### src/design/grs_pkg.sv
// Package for the gravity ray Euler step unit: payload structs, register codes,
// state types, widths and the saturation helpers used by the Euler stage.
// Depends on nothing.
`timescale 1ns / 1ps

package grs_pkg;

	localparam int DATA_W          = 32;
	localparam int ACC_W           = 35;
	localparam int HOLE_W          = 64;
	localparam int NUM_HOLE_REGS   = 4;
	localparam int COUNT_W         = 3;
	localparam int DT_W            = 20;
	localparam int DT_SHIFT        = 20;
	localparam int COEF_W          = 15;
	localparam int RADIUS_W        = 16;
	localparam int CENTER_W        = 16;
	localparam int CENTER_FRAC     = 8;
	localparam int COEF_FRAC       = 24;
	localparam int RANGE_BITS      = 7;
	localparam int RECIP_SHIFT     = 30;
	localparam int QUOT_W          = 61;
	localparam int RESCALE_PASSES  = 4;
	localparam int CFG_ADDR_W      = 6;
	localparam int CFG_DATA_W      = 64;
	localparam int DEF_MAX_HOLES   = 4;
	localparam int DEF_FRAC_BITS   = 20;

	localparam logic [DT_W-1:0]        TIME_STEP_RESET = 20'd10486;
	localparam logic [COEF_W-1:0]      COEF_Q16        = 15'd19661;
	localparam logic signed [ACC_W-1:0] SAT_MAX        = 35'sh0_7FFF_FFFF;
	localparam logic signed [ACC_W-1:0] SAT_MIN        = 35'sh7_8000_0000;

	typedef enum logic [2:0] {
		REG_HOLE_A     = 3'd0,
		REG_HOLE_B     = 3'd1,
		REG_HOLE_C     = 3'd2,
		REG_HOLE_D     = 3'd3,
		REG_HOLE_COUNT = 3'd4,
		REG_TIME_STEP  = 3'd5
	} grs_reg_t;

	typedef struct packed {
		logic signed [DATA_W-1:0] pos_x;
		logic signed [DATA_W-1:0] pos_y;
		logic signed [DATA_W-1:0] pos_z;
		logic signed [DATA_W-1:0] vel_x;
		logic signed [DATA_W-1:0] vel_y;
		logic signed [DATA_W-1:0] vel_z;
	} grs_in_t;

	typedef struct packed {
		logic signed [DATA_W-1:0] new_pos_x;
		logic signed [DATA_W-1:0] new_pos_y;
		logic signed [DATA_W-1:0] new_pos_z;
		logic signed [DATA_W-1:0] new_vel_x;
		logic signed [DATA_W-1:0] new_vel_y;
		logic signed [DATA_W-1:0] new_vel_z;
		logic signed [DATA_W-1:0] accel_x;
		logic signed [DATA_W-1:0] accel_y;
		logic signed [DATA_W-1:0] accel_z;
		logic                     saturated;
	} grs_out_t;

	typedef struct packed {
		logic [2:0][DATA_W-1:0] pos;
		logic [2:0][DATA_W-1:0] vel;
		logic [2:0][ACC_W-1:0]  acc;
		logic                   flag;
	} grs_ray_t;

	typedef enum logic [3:0] {
		CS_IDLE,
		CS_LOAD,
		CS_SQUARE,
		CS_ROOT,
		CS_AXIS,
		CS_RECIP,
		CS_SCALE,
		CS_RESCALE_GO,
		CS_RESCALE,
		CS_ACCUM,
		CS_SEND
	} grs_cell_state_t;

	typedef enum logic [2:0] {
		ES_IDLE,
		ES_CLAMP,
		ES_VEL_MUL,
		ES_VEL_ADD,
		ES_POS_MUL,
		ES_POS_ADD,
		ES_HOLD
	} grs_euler_state_t;

	function automatic logic sat_hit(input logic signed [ACC_W-1:0] v);
		return (v > SAT_MAX) || (v < SAT_MIN);
	endfunction

	function automatic logic [DATA_W-1:0] sat32(input logic signed [ACC_W-1:0] v);
		logic signed [ACC_W-1:0] c;
		c = v;
		if (v > SAT_MAX) begin
			c = SAT_MAX;
		end else if (v < SAT_MIN) begin
			c = SAT_MIN;
		end
		return c[DATA_W-1:0];
	endfunction

endpackage

### src/design/grs_euler.sv
// Euler update stage at the end of the chain: clamps the acceleration, then
// steps velocity and position one axis at a time with one shared multiplier.
// Holds the finished result in an output register. Depends on grs_pkg.
`timescale 1ns / 1ps

module grs_euler import grs_pkg::*; (
	input  logic            clk,
	input  logic            arst_n,
	input  logic [DT_W-1:0] time_step,
	input  logic            up_valid,
	output logic            up_ready,
	input  grs_ray_t        up_ray,
	output logic            result_valid,
	input  logic            result_ready,
	output grs_out_t        result
);

	localparam int PRODW = DATA_W + DT_W;

	grs_euler_state_t state_q, state_d;

	grs_ray_t               ray_q;
	logic [2:0][DATA_W-1:0] accc_q;
	logic [2:0][DATA_W-1:0] vel_q;
	logic [2:0][DATA_W-1:0] pos_q;
	logic [1:0]             ax_q;
	logic [PRODW-1:0]       prod_q;
	logic                   neg_q;
	logic                   flag_q;
	grs_out_t               out_q;
	logic                   out_valid_q;

	logic [DATA_W-1:0]       mul_src;
	logic [DATA_W-1:0]       mul_mag;
	logic [DATA_W-1:0]       step_mag;
	logic signed [ACC_W-1:0] step_val;
	logic signed [ACC_W-1:0] base;
	logic signed [ACC_W-1:0] sum;
	logic                    load_out;

	assign mul_src  = (state_q == ES_VEL_MUL) ? accc_q[ax_q] : vel_q[ax_q];
	assign mul_mag  = mul_src[DATA_W-1] ? -mul_src : mul_src;
	assign step_mag = prod_q[PRODW-1:DT_SHIFT] & {DATA_W{1'b1}};
	assign step_val = neg_q ? -$signed(ACC_W'(step_mag)) : $signed(ACC_W'(step_mag));
	assign base     = (state_q == ES_VEL_ADD) ? ACC_W'($signed(vel_q[ax_q]))
	                                          : ACC_W'($signed(pos_q[ax_q]));
	assign sum      = base + step_val;
	assign load_out = (state_q == ES_HOLD) && (!out_valid_q || result_ready);

	always_comb begin
		state_d = state_q;
		unique case (state_q)
			ES_IDLE: begin
				if (up_valid) begin
					state_d = ES_CLAMP;
				end
			end
			ES_CLAMP:   state_d = ES_VEL_MUL;
			ES_VEL_MUL: state_d = ES_VEL_ADD;
			ES_VEL_ADD: state_d = ES_POS_MUL;
			ES_POS_MUL: state_d = ES_POS_ADD;
			ES_POS_ADD: state_d = (ax_q == 2'd2) ? ES_HOLD : ES_VEL_MUL;
			ES_HOLD: begin
				if (load_out) begin
					state_d = ES_IDLE;
				end
			end
			default:    state_d = ES_IDLE;
		endcase
	end

	always_comb begin
		up_ready     = (state_q == ES_IDLE);
		result_valid = out_valid_q;
		result       = out_q;
	end

	always_ff @(posedge clk or negedge arst_n) begin
		if (!arst_n) begin
			state_q     <= ES_IDLE;
			out_valid_q <= 1'b0;
		end else begin
			state_q <= state_d;
			if (load_out) begin
				out_valid_q <= 1'b1;
			end else if (result_ready) begin
				out_valid_q <= 1'b0;
			end
		end
	end

	always_ff @(posedge clk) begin
		unique case (state_q)
			ES_IDLE: begin
				if (up_valid) begin
					ray_q <= up_ray;
					vel_q <= up_ray.vel;
					pos_q <= up_ray.pos;
				end
			end
			ES_CLAMP: begin
				flag_q <= ray_q.flag | sat_hit(ray_q.acc[0]) | sat_hit(ray_q.acc[1])
				        | sat_hit(ray_q.acc[2]);
				for (int i = 0; i < 3; i++) begin
					accc_q[i] <= sat32(ray_q.acc[i]);
				end
				ax_q <= 2'd0;
			end
			ES_VEL_MUL, ES_POS_MUL: begin
				prod_q <= PRODW'(mul_mag) * PRODW'(time_step);
				neg_q  <= mul_src[DATA_W-1];
			end
			ES_VEL_ADD: begin
				vel_q[ax_q] <= sat32(sum);
				flag_q      <= flag_q | sat_hit(sum);
			end
			ES_POS_ADD: begin
				pos_q[ax_q] <= sat32(sum);
				flag_q      <= flag_q | sat_hit(sum);
				ax_q        <= ax_q + 2'd1;
			end
			ES_HOLD: begin
				if (load_out) begin
					out_q.new_pos_x <= pos_q[0];
					out_q.new_pos_y <= pos_q[1];
					out_q.new_pos_z <= pos_q[2];
					out_q.new_vel_x <= vel_q[0];
					out_q.new_vel_y <= vel_q[1];
					out_q.new_vel_z <= vel_q[2];
					out_q.accel_x   <= accc_q[0];
					out_q.accel_y   <= accc_q[1];
					out_q.accel_z   <= accc_q[2];
					out_q.saturated <= flag_q;
				end
			end
			default: begin
			end
		endcase
	end

endmodule

### config.mk
export PLATFORM = sky130hd
export DESIGN_NAME = grs_euler
export DESIGN_NICKNAME = d
export VERILOG_FILES = /design/src/design/grs_pkg.sv /design/src/design/grs_euler.sv
export SDC_FILE = /design/constraint.sdc
export NUM_CORES = 2
export LEC_CHECK = 0
export ABC_AREA = 0
export ABC_CLOCK_PERIOD_IN_PS = 16400
export BUFFER_PORTS_ARGS = -buffer_cell sky130_fd_sc_hd__buf_4
export CAP_MARGIN = 20
export CORE_MARGIN = 10
export CORE_UTILIZATION = 60
export DETAILED_ROUTE_END_ITERATION = 16
export GPL_TIMING_DRIVEN = 0
export PLACE_DENSITY = 0.82
export SETUP_SLACK_MARGIN = 0.02
export SLEW_MARGIN = 20
export SYNTH_ARGS = -nofsm -noshare
export SYNTH_HDL_FRONTEND = slang
export SYNTH_SLANG_ARGS = --single-unit
### constraint.sdc
create_clock -name clk -period 16.4 [get_ports clk]
set_input_delay 3.28 -clock clk [delete_from_list [all_inputs] [get_ports clk]]
set_output_delay 3.28 -clock clk [all_outputs]
set_load 0.01 [all_outputs]
==> metrics.cfg <==
[finish]
final_common_cell = edfxtp_1
nFillCells = 5863
layout-drive-gt1-share = 0.1614
fin_area_um2 = 60460
register_area_um2 = 21690
fin_cells = 6405
final_cell_mix = edfxtp_1, buf_4, inv_1
finalNetCount = 6241
multiInputGateArea_um2 = 26450
areaGrowthSynthToFinish_pct = 17.71
postLayoutCoreUtil = 0.7112

[sta]
tightest_slew_ps = 1375
max_slew_margin = 0.05930
skew_ps = 31.94
slew_viol_final = 0
period_share = 0.8388
hold_viol_final = 0
finalSetupViolations = 0
rsz0062_at_grt = false
max_freq_ghz = 0.07270
tns_ps = 0
period_needed_ps = 13760

[grt]
grt_pass1_vias = 40758
grt_use_total = 0.3866
grt_pass1_wl_mm = 274.4
grt-ovfl-total = 0
antenna_found_initial = 22
grt_max_degree = 76

[clock_tree]
hold_buffers = 0
cts_resized = 0
clock_latency_ps = 660
numCtsBuffers = 74
cts_root_buffer = clkbuf_16
clk_pin_slew_ps = 60
cts_num_sinks = 723
h-tree-depth = 3
clockBufferDepth = 3
cts_tree = built
post_cts_buffers = 0

[synthesis]
syn_area_um2 = 51360
async_flop_share = 0.005533
ys_warn_count = 0
synth_fp_nets = 5530
synth.distinct_cells = 85
synth_edf_count = 719
synth_seq_cells = 723
synth_area_per_cell_um2 = 11.48
synthCells = 4473
ys_seq_area_frac = 0.4223
synthFlopType = edfxtp_1

[die]
start_util = 0.6042
dieWidth_um = 312.6
coreArea_um2 = 85010
die-area_um2 = 97710
core.rowCount = 107
pin_count = 613
die_h_um = 312.6

[setup_path]
crit_required_ps = 16800
max_stage_delay_ps = 840
critPathArrivalTime_ps = 14160
crit_fanout = 10
crit_top_cell = fa_1
end_kind = flop
start_kind = flop
critPathSlowestCell = clkbuf_1
crit_type = reg2reg

[placement]
placed_cell_area_um2 = 57980
numPortBuffers = 612
placedCellCount = 6252
gp_congestion = 1.045
dpl.hpwl_mm = 155.5

[routing]
routed_wl_mm = 193.2
first_pass_iters = 6
drt_iter0_markers = 5088
drc = 0
ant_nets = 0
routed_via_density = 6.302
routedWlPerCell_um = 30.16
num_vias = 40365

[outcome]
status = complete, no violations

[min_path]
min_path_type = reg2reg

[flow_run]
cap_violations = 0

[metrics by stage]
stage	hold slack [ps]	setup WS, ps
finish	441.3	2644
global route	446.5	2392
CTS	434.2	2724
detailed placement	431.3	2725
global placement	423.9	1538
floorplan	420.4	4900
[path summary, 6_finish.rpt]
path                                start           to  slack [ps]  depth (start not counted)
worst max-delay path              ax_q[0]   prod_q[51]        2640                         38
worst min-delay path            vel_q[69]  result[102]         440                          0
worst max register to register    ax_q[0]   prod_q[51]        2640                         38
worst min register to register  vel_q[69]  result[102]         440                          0
max in group asynchronous          arst_n   state_q[1]       13860                          1
min in group asynchronous          arst_n   state_q[2]        2420                          1
[state kept, by name, indices dropped and copies added, names as in the netlist]
name and cells:
vel_q 96, pos_q 96, accc_q 96, neg_q 1
result_valid 1, result 289, state_q 3, ray_q 106
prod_q 32, ax_q 2, flag_q 1
[cell usage after synthesis (all sizes together), types with 14 or more instances]
master   instances  share of area
a21o           134          0.020
a21oi          268          0.028
a22o            84          0.014
and2           346          0.042
buf             31         0.0033
clkbuf         241          0.018
edfxtp         719           0.42
fa             536           0.21
ha             199          0.048
inv            581          0.042
mux2            25         0.0055
mux2i           85          0.017
nand2          440          0.032
nand3           22         0.0021
nand4           22         0.0027
nor2           191          0.014
nor2b           15         0.0018
nor3            33         0.0032
o21ai          120          0.014
o21bai          14         0.0022
o2bb2ai         20         0.0034
o31ai           15         0.0027
xnor2           90          0.015
xor2            33         0.0056
[cell type report]
class / instances / area share
Antenna cell: 19 / 0.0007864
Tap cell: 1144 / 0.02367
Inverter: 582 / 0.03621
Buffer: 272 / 0.01786
Timing Repair Buffer: 635 / 0.08514
Multi-Input combinational cell: 2896 / 0.4374
Sequential cell: 723 / 0.3588
Clock buffer: 89 / 0.03156
Clock inverter: 45 / 0.008629
[layer usage]
metal / global-route usage / vias to the layer above / routed length, um
li1: - / 16451 / -
met1: 0.4503 / 19816 / 63020
met2: 0.6045 / 3274 / 87590
met3: 0.1172 / 816 / 25060
met4: 0.2841 / 8 / 17400
met5: 0 / - / 75
[critical path: cells and delay by family (launching register included)]
| kind | cells | cell delay, ps |
|---|---|---|
| flops | 1 | 390 |
| xor+xnor | 2 | 570 |
| fa+ha+maj | 9 | 4190 |
| simple gates | 8 | 2040 |
| buf+inv | 9 | 3200 |
| compound gates | 9 | 2840 |
| mux | 1 | 190 |
[kinds of logic after synthesis]
group | share of synthesized area
mux | 0.02205
fa+ha+maj | 0.2574
compound gates | 0.1049
buf+inv | 0.06348
flops | 0.4223
xor+xnor | 0.02112
simple gates | 0.1088
Power is left out: the tool's default activity adds up to more than one toggle a clock period on the data nets, which glitch-free logic cannot reach.
